`config.mk`:
```
export PLATFORM = sky130hd
export DESIGN_NAME = prime_count_trial_division
export DESIGN_NICKNAME = d
export VERILOG_FILES = /design/src/hw/rtl/pctd_pkg.sv /design/src/hw/rtl/prime_count_trial_division.sv /design/src/hw/rtl/pctd_rem.sv
export VERILOG_INCLUDE_DIRS = /design/src /design/src/hw/rtl
export SDC_FILE = /design/constraint.sdc
export NUM_CORES = 1
export LEC_CHECK = 0
export BUFFER_PORTS_ARGS = -buffer_cell sky130_fd_sc_hd__buf_2
export CAP_MARGIN = 10
export CORE_ASPECT_RATIO = 1.25
export CORE_MARGIN = 2
export CORE_UTILIZATION = 45
export DETAILED_ROUTE_END_ITERATION = 8
export SLEW_MARGIN = 0
export SYNTH_ARGS = -nofsm -noshare
export SYNTH_HDL_FRONTEND = slang
export SYNTH_SLANG_ARGS = --single-unit
```
`constraint.sdc`:
```
create_clock -name clk_i -period 7.9 [get_ports clk_i]
set_clock_uncertainty 0.15 [all_clocks]
set_input_delay 0.395 -clock clk_i [delete_from_list [all_inputs] [get_ports clk_i]]
set_output_delay 0.395 -clock clk_i [all_outputs]
set_load 0.05 [all_outputs]
```
`src/hw/rtl/prime_count_trial_division_assert.svh`:
```
// Assertion macros shared by the trial-division primality tester RTL.
// Expects clk_i and rst_ni in the scope of each use; no other dependencies.
`ifndef PRIME_COUNT_TRIAL_DIVISION_ASSERT_SVH
`define PRIME_COUNT_TRIAL_DIVISION_ASSERT_SVH

`ifndef SYNTHESIS
// Same-cycle implication: prop is a property expression such as a |-> b.
`define PCTD_ASSERT(lbl, prop, msg) \
  lbl: assert property (@(posedge clk_i) disable iff (!rst_ni) prop) else $error(msg);
// Next-cycle implication: cond in one cycle implies chk in the next.
`define PCTD_ASSERT_NEXT(lbl, cond, chk, msg) \
  lbl: assert property (@(posedge clk_i) disable iff (!rst_ni) (cond) |=> (chk)) \
    else $error(msg);
`else
`define PCTD_ASSERT(lbl, prop, msg)
`define PCTD_ASSERT_NEXT(lbl, cond, chk, msg)
`endif

`endif

```
`src/hw/rtl/pctd_pkg.sv`:
```
`timescale 1ns / 1ps
// Package for the trial-division primality tester: default widths,
// sequencer state type and the remainder unit status struct. No dependencies.
package pctd_pkg;

  localparam int unsigned VALUE_BITS_DEF = 15;
  localparam int unsigned COUNT_BITS_DEF = 16;

  typedef enum logic [1:0] {
    ST_IDLE,
    ST_CHECK,
    ST_DIV,
    ST_DONE
  } pctd_state_e;

  typedef struct packed {
    logic done;
    logic rem_zero;
  } pctd_rem_status_t;

endpackage

```
`src/hw/rtl/prime_count_trial_division.sv`:
```
`timescale 1ns / 1ps
// Values below 2 and even values are settled on acceptance; other values try odd divisors
// 3, 5, ... while d*d <= value, each through the remainder unit, until one divides the value.
// Throughput: one request at a time; each trial divisor goes through the shared
// bit-serial remainder unit. A finished result waits in an output register, so the
// next request is taken while it is pending.
// Reset (rst_ni low, async): sequencer idle, output empty, block prime count cleared.
`include "prime_count_trial_division_assert.svh"

module prime_count_trial_division import pctd_pkg::*; #(
  parameter int unsigned VALUE_BITS = VALUE_BITS_DEF,
  parameter int unsigned COUNT_BITS = COUNT_BITS_DEF
) (
  input  logic                  clk_i,
  input  logic                  rst_ni,
  // input request channel
  input  logic                  in_valid_i,
  output logic                  in_ready_o,
  input  logic [VALUE_BITS-1:0] value_i,
  input  logic                  block_end_i,
  // result channel
  output logic                  out_valid_o,
  input  logic                  out_ready_i,
  output logic                  is_prime_flag_o,
  output logic [COUNT_BITS-1:0] primes_so_far_o,
  output logic                  block_done_o
);

  // Running square of the divisor; it overshoots the value by at most one step.
  localparam int unsigned SqW = VALUE_BITS + 3;

  pctd_state_e state_q, state_d;

  logic [VALUE_BITS-1:0] value_q, value_d;
  logic                  last_q, last_d;
  logic [VALUE_BITS-1:0] div_q, div_d;
  logic [SqW-1:0]        sq_q, sq_d;
  logic                  prime_q, prime_d;
  logic [COUNT_BITS-1:0] cnt_q, cnt_d;

  logic                  out_valid_q, out_valid_d;
  logic                  flag_q, flag_d;
  logic [COUNT_BITS-1:0] so_far_q, so_far_d;
  logic                  bdone_q, bdone_d;

  logic                  in_fire;
  logic                  load;
  logic                  rem_start;
  logic [COUNT_BITS-1:0] cnt_inc;
  logic [SqW-1:0]        value_ext;
  pctd_rem_status_t      rem_st;

  // Shared remainder unit: value mod current divisor, one bit per cycle.
  pctd_rem #(
    .VALUE_BITS (VALUE_BITS)
  ) u_rem (
    .clk_i      (clk_i),
    .rst_ni     (rst_ni),
    .start_i    (rem_start),
    .dividend_i (value_q),
    .divisor_i  (div_q),
    .status_o   (rem_st)
  );

  assign in_ready_o = (state_q == ST_IDLE);
  assign in_fire    = in_valid_i && in_ready_o;
  assign value_ext  = {3'b000, value_q};

  // Saturating count including the value just decided.
  assign cnt_inc = (prime_q && (cnt_q != '1)) ? cnt_q + COUNT_BITS'(1) : cnt_q;

  always_comb begin
    state_d     = state_q;
    value_d     = value_q;
    last_d      = last_q;
    div_d       = div_q;
    sq_d        = sq_q;
    prime_d     = prime_q;
    cnt_d       = cnt_q;
    out_valid_d = out_valid_q;
    flag_d      = flag_q;
    so_far_d    = so_far_q;
    bdone_d     = bdone_q;
    rem_start   = 1'b0;
    load        = 1'b0;

    // Drop the pending result once the consumer takes it.
    if (out_valid_q && out_ready_i) begin
      out_valid_d = 1'b0;
    end

    case (state_q)
      ST_IDLE: begin
        if (in_fire) begin
          value_d = value_i;
          last_d  = block_end_i;
          div_d   = VALUE_BITS'(3);
          sq_d    = SqW'(9);
          // Settle the trivial cases here: below two, two itself, other evens.
          if (value_i == VALUE_BITS'(2)) begin
            prime_d = 1'b1;
            state_d = ST_DONE;
          end else if ((value_i < VALUE_BITS'(2)) || !value_i[0]) begin
            prime_d = 1'b0;
            state_d = ST_DONE;
          end else begin
            state_d = ST_CHECK;
          end
        end
      end
      ST_CHECK: begin
        // Out of candidates once the divisor squared exceeds the value.
        if (sq_q > value_ext) begin
          prime_d = 1'b1;
          state_d = ST_DONE;
        end else begin
          rem_start = 1'b1;
          state_d   = ST_DIV;
        end
      end
      ST_DIV: begin
        if (rem_st.done) begin
          if (rem_st.rem_zero) begin
            prime_d = 1'b0;
            state_d = ST_DONE;
          end else begin
            // Advance to the next odd divisor: (d+2)^2 = d^2 + 4d + 4.
            div_d   = div_q + VALUE_BITS'(2);
            sq_d    = sq_q + {1'b0, div_q, 2'b00} + SqW'(4);
            state_d = ST_CHECK;
          end
        end
      end
      ST_DONE: begin
        // Hold until the output register is free, then post the result.
        if (!out_valid_q || out_ready_i) begin
          load        = 1'b1;
          out_valid_d = 1'b1;
          flag_d      = prime_q;
          so_far_d    = cnt_inc;
          bdone_d     = last_q;
          cnt_d       = last_q ? '0 : cnt_inc;
          state_d     = ST_IDLE;
        end
      end
      default: begin
        state_d = ST_IDLE;
      end
    endcase
  end

  always_ff @(posedge clk_i or negedge rst_ni) begin
    if (!rst_ni) begin
      state_q     <= ST_IDLE;
      cnt_q       <= '0;
      out_valid_q <= 1'b0;
    end else begin
      state_q     <= state_d;
      cnt_q       <= cnt_d;
      out_valid_q <= out_valid_d;
    end
  end

  always_ff @(posedge clk_i) begin
    value_q  <= value_d;
    last_q   <= last_d;
    div_q    <= div_d;
    sq_q     <= sq_d;
    prime_q  <= prime_d;
    flag_q   <= flag_d;
    so_far_q <= so_far_d;
    bdone_q  <= bdone_d;
  end

  assign out_valid_o     = out_valid_q;
  assign is_prime_flag_o = flag_q;
  assign primes_so_far_o = so_far_q;
  assign block_done_o    = bdone_q;

  `PCTD_ASSERT(a_div_within_bound, (state_q == ST_DIV) |-> (sq_q <= value_ext), "past bound")
  `PCTD_ASSERT(a_odd_trial, (state_q == ST_CHECK) |-> (value_q[0] && div_q[0]), "even trial")
  `PCTD_ASSERT_NEXT(a_block_clear, load && last_q, cnt_q == '0, "count not cleared at block end")

endmodule

```
`src/hw/rtl/pctd_rem.sv`:
```
`timescale 1ns / 1ps
// Bit-serial restoring remainder unit, one dividend bit per cycle.
// Depends on pctd_pkg and prime_count_trial_division_assert.svh.
`include "prime_count_trial_division_assert.svh"

module pctd_rem import pctd_pkg::*; #(
  parameter int unsigned VALUE_BITS = VALUE_BITS_DEF
) (
  input  logic                  clk_i,
  input  logic                  rst_ni,
  input  logic                  start_i,
  input  logic [VALUE_BITS-1:0] dividend_i,
  input  logic [VALUE_BITS-1:0] divisor_i,
  output pctd_rem_status_t      status_o
);

  localparam int unsigned CntW = $clog2(VALUE_BITS + 1);

  logic                  busy_q, busy_d;
  logic                  done_q, done_d;
  logic [CntW-1:0]       cnt_q, cnt_d;
  logic [VALUE_BITS-1:0] rem_q, rem_d;
  logic [VALUE_BITS-1:0] shift_q, shift_d;

  logic [VALUE_BITS:0]   trial;
  logic [VALUE_BITS:0]   diff;

  // One restoring step: bring in the next dividend bit, subtract if it fits.
  assign trial = {rem_q, shift_q[VALUE_BITS-1]};
  assign diff  = trial - {1'b0, divisor_i};

  always_comb begin
    busy_d  = busy_q;
    done_d  = 1'b0;
    cnt_d   = cnt_q;
    rem_d   = rem_q;
    shift_d = shift_q;
    if (start_i) begin
      busy_d  = 1'b1;
      cnt_d   = CntW'(VALUE_BITS);
      rem_d   = '0;
      shift_d = dividend_i;
    end else if (busy_q) begin
      rem_d   = (trial >= {1'b0, divisor_i}) ? diff[VALUE_BITS-1:0]
                                             : trial[VALUE_BITS-1:0];
      shift_d = {shift_q[VALUE_BITS-2:0], 1'b0};
      cnt_d   = cnt_q - CntW'(1);
      if (cnt_q == CntW'(1)) begin
        busy_d = 1'b0;
        done_d = 1'b1;
      end
    end
  end

  always_ff @(posedge clk_i or negedge rst_ni) begin
    if (!rst_ni) begin
      busy_q <= 1'b0;
      done_q <= 1'b0;
      cnt_q  <= '0;
    end else begin
      busy_q <= busy_d;
      done_q <= done_d;
      cnt_q  <= cnt_d;
    end
  end

  always_ff @(posedge clk_i) begin
    rem_q   <= rem_d;
    shift_q <= shift_d;
  end

  assign status_o.done     = done_q;
  assign status_o.rem_zero = (rem_q == '0);

  `PCTD_ASSERT(a_rem_no_restart, start_i |-> !busy_q, "remainder unit restarted while busy")
  `PCTD_ASSERT(a_rem_done_after_busy, done_q |-> $past(busy_q), "done without a preceding step")

endmodule

```
# Word level (Yosys, flattened, before mapping)
# Cells that the tools add are included.
# classes
bitwise,0
div,0
mul,0
reduce_logical,17
addsub,6
eq_ne,13
mux,41
n_lt_le_gt_ge,3
shifts,0
# op_table
cell,count
$mux W15,6
$mux W18,3
$pmux W18 S2,1
$mux W16,2
$pmux W15 S2,1
$add A18 B17 Y18,1
$add A18 B3 Y18 const B,1
$gt A18 B15 Y1,1
$mux W1,18
$add A16 B1 Y16 const B,1
$ge A16 B15 Y1,1
$ne A16 B16 Y1 const B,1
$add A15 B2 Y15 const B,1
$eq A15 B2 Y1 const B,1
$logic_not A15 Y1,1
$lt A15 B2 Y1 const B,1
$sub A15 B15 Y15,1
$mux W2,6
$mux W4,2
$ne A2 B2 Y1 const B,4
$pmux W2 S4,1
$reduce_and A6 Y1,1
$eq A2 B2 Y1 const B,2
$eq A4 B1 Y1 const B,1
14 further kinds,21
# totals
n_memories,0
word_cells,96
latch_bits,0
romBits,0
ramBits,0
in_bits,20
out_inout_bits,20
regBits,123

# Longest topological paths before layout
# Gate-level depths: netlist of the first run.
# depth
word_depth,6
ltp_mapped,10
ltp_nobuf,9

# Cells and area by module
# From an unflattened synthesis of the first run, not the netlist that was laid out.
# unflattened
cells_unflattened,743
area_unflattened_um2,7601.0
# modules_own_cells
module,cells_per_inst,instances,area_per_inst_um2,seq_area_each_um2
prime_count_trial_division,459,1,5006.1,2397.3
pctd_rem,284,1,2595.0,900.9

# Least setup slack after synthesis of the first run
# Ideal clock, no wire load.
# synth_timing
kind,reg-to-reg
start,reg state_q[0]
end,reg div_q[10] (enable)
period_less_slack_ps,4045
setup_ps,459
n_path_buf,0
path_slack_ps,3855
required_time_ps,7291
path_stages_with_launch,5
arrival_time_ps,3435
path_cell_list,dfrtp_1 -> inv_1 -> ha_1 -> inv_1 -> a211oi_1
# synth_via
elab_chain_len,4
elab_cells_between_ends,8
classes_between,4 x eq/ne; 4 x reduce/logical
# synth_lines
element,line,rtl
start: declaration,prime_count_trial_division.sv:32,"pctd_state_e state_q, state_d;"
start signal: assignment,prime_count_trial_division.sv:158,state_q <= state_d;
$logic_not A2 Y1 *,prime_count_trial_division.sv:65,assign in_ready_o = (state_q == ST_IDLE);
named net in_ready_o,prime_count_trial_division.sv:18,"output logic in_ready_o,"
$logic_and A1 B1 Y1,prime_count_trial_division.sv:66,assign in_fire = in_valid_i && in_ready_o;
$ne A2 B1 Y1 (no line),n/a,
$reduce_and A4 Y1 (no line) *,n/a,
end signal: assignment,prime_count_trial_division.sv:167,div_q <= div_d;
end: declaration,prime_count_trial_division.sv:36,"logic [VALUE_BITS-1:0] div_q, div_d;"
# Mark *: on every way through the listed nets, which the timed path passes. The rest lies on a longest branch.
# A chain may end at the register's enable or synchronous reset.

# Worst setup path in the final report of the first run
# layout_timing
start,reg sq_q[9]
end,reg u_rem.shift_q[8] (enable)
# layout_via
elab_chain_len,4
# layout_lines
element,line,rtl
start: declaration,prime_count_trial_division.sv:37,"logic [SqW-1:0] sq_q, sq_d;"
start signal: assignment,prime_count_trial_division.sv:168,sq_q <= sq_d;
$gt A18 B15 Y1,prime_count_trial_division.sv:113,if (sq_q > value_ext) begin
$mux W1,prime_count_trial_division.sv:113,
$mux W1,prime_count_trial_division.sv:92,case (state_q)
$reduce_bool A2 Y1 (no line),n/a,
end signal: assignment,pctd_rem.sv:69,shift_q <= shift_d;
end: declaration,pctd_rem.sv:23,"logic [VALUE_BITS-1:0] shift_q, shift_d;"
# No other way between the ends.

==> results of run 1 <==
path summary, 6_finish.rpt:
path | from | to | slack, ns | cells past startpoint
min in group asynchronous | rst_ni | cnt_q[3] | 0.38 | 2
worst max register to register | sq_q[9] | u_rem.shift_q[8] | 4.36 | 6
max in group asynchronous | rst_ni | cnt_q[7] | 6.82 | 2
worst min-delay path | value_i[10] | value_q[10] | 0.02 | 1
worst min register to register | u_rem.rem_q[7] | u_rem.rem_q[8] | 0.37 | 2
worst max-delay path | sq_q[9] | u_rem.shift_q[8] | 4.36 | 6
critical path, cell delays in order, from the launching register on:
cell and delay (ns):
sky130_fd_sc_hd__edfxtp_1 0.41, sky130_fd_sc_hd__ha_1 0.31, sky130_fd_sc_hd__nand4_1 0.13, sky130_fd_sc_hd__nor3_1 0.43
sky130_fd_sc_hd__a211oi_2 0.18, sky130_fd_sc_hd__a21oi_4 0.85, sky130_fd_sc_hd__nand2b_1 0.65
power by group:
group          internal, µW  total, µW  switching (µW)
clock network           464        757             292
logic                   885       2240            1360
registers              1010       1190             188
cells in the final DEF, fill, tap and decap left out, drive strengths merged, types with 28 or more instances in the layout:
master	synthesis	layout
inv	46	50
xnor2	31	31
nand2	61	61
o21ai	60	60
nand3	28	28
edfxtp	79	79
buf	9	42
ha	62	62
nor2	55	55
cell families after synthesis:
group / synth area share [%]
compound gates: 16.8
simple gates: 16.1
buf+inv: 4.23
fa+ha+maj: 11.3
flops: 45.6
xor+xnor: 4.96
mux: 1.09
metrics by stage:
step                      hold WS (ns)  cells  setup slack [ns]  instance area, µm²
final                           0.0158    974              4.36                8200
after global placement           0.283    940              4.45                7600
after CTS                      0.00140    974              4.31                8200
after floorplan                -0.0506    711              3.86                7240
after detailed placement         0.289    940              4.35                7600
after global routing           0.00364    974              4.07                8200
synthesized netlist by cell type, drive strengths merged, types with 2 or more instances:
library cell / n / area (µm²)
o21ai: 60 / 300
nand3b: 2 / 15.0
nor2b: 8 / 50.1
o21bai: 2 / 15.0
o211ai: 6 / 45.0
a311oi: 2 / 17.5
edfxtp: 79 / 2370
nor4: 9 / 77.6
mux2: 4 / 48.8
a31oi: 22 / 138
and2: 7 / 43.8
nor3: 11 / 66.3
a211oi: 13 / 103
buf: 9 / 72.6
mux2i: 3 / 30.0
nand4b: 2 / 17.5
nand3: 28 / 145
nor2: 55 / 206
and4: 4 / 36.3
nand4: 8 / 50.1
a211o: 5 / 43.8
fa: 2 / 40.0
a21oi: 25 / 148
dfrtp: 25 / 626
and3: 7 / 43.8
nand2: 61 / 229
o21a: 7 / 52.6
ha: 62 / 776
xor2: 10 / 87.6
dfxtp: 15 / 300
or3: 5 / 36.3
a21o: 9 / 67.6
nor3b: 2 / 15.0
nand2b: 9 / 56.3
xnor2: 31 / 272
a22o: 4 / 36.3
o41ai: 2 / 17.5
nor4b: 5 / 56.3
o31ai: 10 / 75.1
inv: 46 / 173
a2111oi: 2 / 23.8
clkbuf: 16 / 61.3
final cells by class:
type	count	area share (%)
clock buffer	17	5.19
tap	212	3.23
clock inverter	15	1.86
multi-input combinational	521	44.5
inverter	46	2.11
timing repair buffer	44	2.90
sequential	119	40.2
routing by layer:
layer	global-route usage, %	up-vias	wire length (µm)
met2	35.2	111	8570
li1	-	2714	-
met1	22.9	2637	6690
met3	3.41	25	508
met5	0	-	0
met4	8.55	0	390
registers in the layout, indices dropped and copies added (netlist names):
| name | cells |
|---|---|
| value_q | 15 |
| sq_q | 15 |
| block_done_o | 1 |
| last_q | 1 |
| prime_q | 1 |
| u_rem.done_q | 1 |
| u_rem.shift_q | 15 |
| out_valid_o | 1 |
| u_rem.cnt_q | 4 |
| u_rem.busy_q | 1 |
| state_q | 2 |
| u_rem.rem_q | 15 |
| primes_so_far_o | 16 |
| is_prime_flag_o | 1 |
| cnt_q | 16 |
| div_q | 14 |
==> flow_summary.json, run 1 <==
{
  "run_status": "finished clean",
  "fillerInstances": 1428,
  "finalWorstPathRequiredPeriod_ns": 3.54,
  "antennaDiodeCount": 0,
  "synthesis.instances": 711,
  "drive_gt1_share_pct": 12.3,
  "timing.max_cap.violations": 0,
  "antenna_found_initial": 0,
  "global_route.overflow_total": 0,
  "hold_buffer_count_at_cts": 2,
  "core_area_um2": 15600,
  "multi_input_comb_area_um2": 3650,
  "cts_max_level": 4,
  "tightest_slew_ns": 1.06,
  "worst-endpoint-arrival_ns": 3.39,
  "synth_nets": 795,
  "critical_path.max_fanout": 45,
  "grt_first_pass_wirelength_um": 26700,
  "post-cts-setup-buffer-count": 0,
  "total_power_uw": 4190,
  "leakage_uw": 0.00337,
  "dieWidth_um": 117,
  "track_usage_pct": 19.6,
  "detail_route.drc_violations": 0,
  "ios": 40,
  "clk-insertion-delay-late_ns": 0.42,
  "ys_async_sr_fraction_pct": 21.0,
  "vias_per_cell": 5.63,
  "worst_hold_path_type": "in -> reg",
  "cts.clk_slew.worst_paths_ns": 0.06,
  "cp-start-kind": "register",
  "synth_flop_cell": "sky130_fd_sc_hd__edfxtp_1",
  "synth.yosys.seq_area_share_pct": 45.6,
  "cts-buffers-inserted": 17,
  "final_cycle_utilization_of_the_critical_path_pct": 44.8,
  "largest_net_degree_at_the_start_of_global_routing": 46,
  "die_area_um2": 17100,
  "clock_sinks": 119,
  "numnets_final": 833,
  "area_growth_pct": 13.3,
  "route.final.wire_length_um": 16200,
  "postSynthRegisterBits": 119,
  "routed-via-count": 5487,
  "port_buffers": 39,
  "power_density_nw_per_um2": 511,
  "yosys.cell_types.count": 76,
  "die_height_um": 146,
  "path_class": "reg -> reg",
  "netlist_area_um2": 7240,
  "fmaxAchievable_ghz": 0.282,
  "maxSlewHeadroom_pct": 29.5,
  "rsz0062_at_grt": "false",
  "worstSetupEndpointType": "register",
  "antenna_violating_nets_left": 0,
  "routed_len_inst_um": 16.6,
  "tritoncts": "done",
  "seq_area_um2": 3300,
  "setup_viol": 0,
  "cts_root_buf": "sky130_fd_sc_hd__clkbuf_16",
  "gpl.final_weighted_congestion": 0.865,
  "std_cell_rows": 51,
  "syn-mean-instance-area_um2": 10.2,
  "first_pass_iters": 5,
  "start_util_pct": 46.3,
  "drv_slew": 0,
  "hold_violations": 0,
  "post_synth_edffs": 79,
  "vias_in_the_first_global_route": 5478,
  "synth.yosys.warnings": 0,
  "final_core_util_pct": 52.5,
  "drt-initial-drc-count": 315,
  "post_cts_resize_count": 0,
  "timing.setup.tns_ns": 0,
  "cp.required_ns": 7.75,
  "cts_buffer_depth": 2,
  "dp.final_hpwl_um": 11800,
  "vdd_ir_drop_max_mv": 0.285
}
Power figures use the tool's default switching activity.
==> inputs of run 2 (changes only) <==
- ABC_AREA: not set -> 1
- clock period: 7.9 -> 3 ns (I/O delays scaled with it)
==> run 2 against run 1 <==
  * Routed wire length is 6.8% higher
  * Setup slack got worse by 3.9 ns
  * Sequential share of layout area is 2.9 points lower
  * Worst hold slack better by 0.099 ns
  * Via count increased by 13%
==> flow_summary.json, run 2 <==
{
  "detail_route.drc_violations": 0,
  "r2r-start": "div_q[1]",
  "synth_nets": 1022,
  "route.final.wire_length_um": 17300,
  "clk-insertion-delay-late_ns": 0.43,
  "synth_largest_type_area_fraction_pct": 31.4,
  "netlist.top_cell.by_area": "sky130_fd_sc_hd__edfxtp_1",
  "dieWidth_um": 120,
  "global_route.overflow_total": 0,
  "synth.top_cells.by_area": "sky130_fd_sc_hd__edfxtp_1 (31%), sky130_fd_sc_hd__nand2_1 (13%), sky130_fd_sc_hd__ha_1 (10%)",
  "reg2reg_to": "sq_q[13]",
  "track_usage_pct": 20.8,
  "final_cell_mix": "sky130_fd_sc_hd__nand2_1 (269), sky130_fd_sc_hd__inv_1 (123), sky130_fd_sc_hd__edfxtp_1 (79), sky130_fd_sc_hd__nand3_1 (72), sky130_fd_sc_hd__nor2_1 (68)",
  "dp.final_hpwl_um": 12800,
  "synth.yosys.warnings": 0,
  "timing.setup.tns_ns": 0,
  "clock_sinks": 119,
  "run_status": "finished clean",
  "cp.required_ns": 3.03,
  "std_cell_rows": 53,
  "maxSlewHeadroom_pct": 58.3,
  "fillerInstances": 1545,
  "drt-initial-drc-count": 308,
  "post_synth_edffs": 79,
  "worst-endpoint-arrival_ns": 2.59,
  "antenna_found_initial": 0,
  "ios": 40,
  "post_cts_resize_count": 0,
  "area_growth_pct": 16.8,
  "vias_in_the_first_global_route": 6053,
  "path_class": "reg -> reg",
  "first_pass_iters": 4,
  "core_area_um2": 16600,
  "largest_net_degree_at_the_start_of_global_routing": 37,
  "r2r_setup_slack_ns": 0.44,
  "finalWorstPathRequiredPeriod_ns": 2.56,
  "tritoncts": "done",
  "synth.most_common_cell": "sky130_fd_sc_hd__nand2_1",
  "cts-buffers-inserted": 17,
  "final_cell_area_um2": 8830,
  "synthesis.instances": 938,
  "drv_slew": 0,
  "final_cycle_utilization_of_the_critical_path_pct": 85.3,
  "drive_gt1_share_pct": 9.81,
  "worst_hold_path_type": "in -> async",
  "postPlaceCellArea_um2": 8030,
  "syn-mean-instance-area_um2": 8.06,
  "rr_worst_depth": 7,
  "numnets_final": 1090,
  "cp-start-kind": "register",
  "synth_flop_cell": "sky130_fd_sc_hd__edfxtp_1",
  "worstSetupEndpointType": "register",
  "routed-via-count": 6173,
  "antennaDiodeCount": 0,
  "timing.max_cap.violations": 0,
  "cts_max_level": 4,
  "gpl.final_weighted_congestion": 0.925,
  "cts.clk_slew.worst_paths_ns": 0.06,
  "hold_violations": 0,
  "cts_buffer_depth": 2,
  "setup_viol": 0,
  "die_height_um": 149,
  "tightest_slew_ns": 0.625,
  "fmaxAchievable_ghz": 0.391,
  "critical_path.max_fanout": 6,
  "cts_root_buf": "sky130_fd_sc_hd__clkbuf_16",
  "grt_first_pass_wirelength_um": 29100,
  "yosys.cell_types.count": 45,
  "vias_per_cell": 4.98,
  "antenna_violating_nets_left": 0,
  "die_area_um2": 17900,
  "ys_async_sr_fraction_pct": 21.0,
  "most_frequent_cells_after_synthesis": "sky130_fd_sc_hd__nand2_1 (269), sky130_fd_sc_hd__inv_1 (123), sky130_fd_sc_hd__edfxtp_1 (79)",
  "routed_len_inst_um": 13.9,
  "rsz0062_at_grt": "false",
  "start_util_pct": 45.4,
  "final_common_cell": "sky130_fd_sc_hd__nand2_1",
  "hold_ws_ns": 0.115,
  "netlist_area_um2": 7560,
  "postSynthRegisterBits": 119,
  "port_buffers": 39,
  "synth.yosys.seq_area_share_pct": 43.6
}
run 2: cell types whose count changed after synthesis, sizes merged, moves of 10 or more:
cell / delta
nor3: +13
inv: +84
a21oi: +18
nand3: +45
xnor2: -25
o21ai: -10
nand2: +212
o31ai: -10
nor2: +15
a211oi: -12
a31oi: -19
run 2: layout make-up:
class,count,area [µm²],share of cell area [%]
inverters,131,492,5.57
clock inverters,14,195,2.21
repair buffers,66,455,5.16
flip-flops and latches,119,3300,37.4
well taps,220,275,3.12
clock buffers,18,429,4.86
multi-input cells,671,3680,41.7
run 2: how the worst max path moves through the flow:
| stage | start | end | cells after the start |
|---|---|---|---|
| after floorplan | out_valid_o | cnt_q[5] | 7 |
| final | div_q[1] | sq_q[13] | 7 |
| after global placement | div_q[1] | sq_q[13] | 7 |
| after detailed placement | div_q[1] | sq_q[13] | 7 |
| after CTS | div_q[1] | sq_q[13] | 7 |
| after global routing | div_q[1] | sq_q[13] | 8 |
run 2: through the flow:
| stage | setup WS (ns) | utilization, % | cells |
|---|---|---|---|
| 2_1_floorplan | 0.366 | - | 938 |
| 4_1_cts | 0.441 | 53.0 | 1239 |
| 5_1_grt | 0.200 | 53.0 | 1239 |
| 6_report | 0.440 | 53.0 | 1239 |
| 3_5_place_dp | 0.468 | 48.2 | 1189 |
| 3_3_place_gp | 0.493 | 48.2 | 1189 |
run 2: routing by layer:
layer,wire [µm],up-vias,global-route usage [%],part of all wire [%]
met3,489,29,3.75,2.8
li1,-,3235,-,-
met5,0,-,0,0
met1,7750,2806,25.6,45
met2,8580,103,35.8,50
met4,440,0,8.35,2.5
run 2: cell families (layout without fill, tap and decap cells):
family	Yosys count	in the layout	synth area share (%)
AO/OA/AOI/OAI	111	111	8.00
XOR/XNOR	24	24	2.78
adder cells (fa/ha/maj)	64	64	10.8
buffers and inverters	148	229	7.65
flip-flops	119	119	43.6
AND/OR/NAND/NOR	472	472	27.1
run 2: critical path, cell delays in order, from the launching register on:
cell and delay (ns):
sky130_fd_sc_hd__edfxtp_1 0.49, sky130_fd_sc_hd__ha_1 0.40, sky130_fd_sc_hd__fa_1 0.47, sky130_fd_sc_hd__nand3_1 0.09, sky130_fd_sc_hd__nand2_1 0.14, sky130_fd_sc_hd__a21oi_1 0.26
sky130_fd_sc_hd__o21bai_1 0.13, sky130_fd_sc_hd__o21a_1 0.18
run 2: what timing repair did:
item	CTS	global route
endpoints found under the hold margin	42	0
buffers inserted	0	0
hold buffers	18	0
Power of run 2 is not shown: default switching activity piles up to over one toggle a cycle in this logic, so the estimate is an artifact.
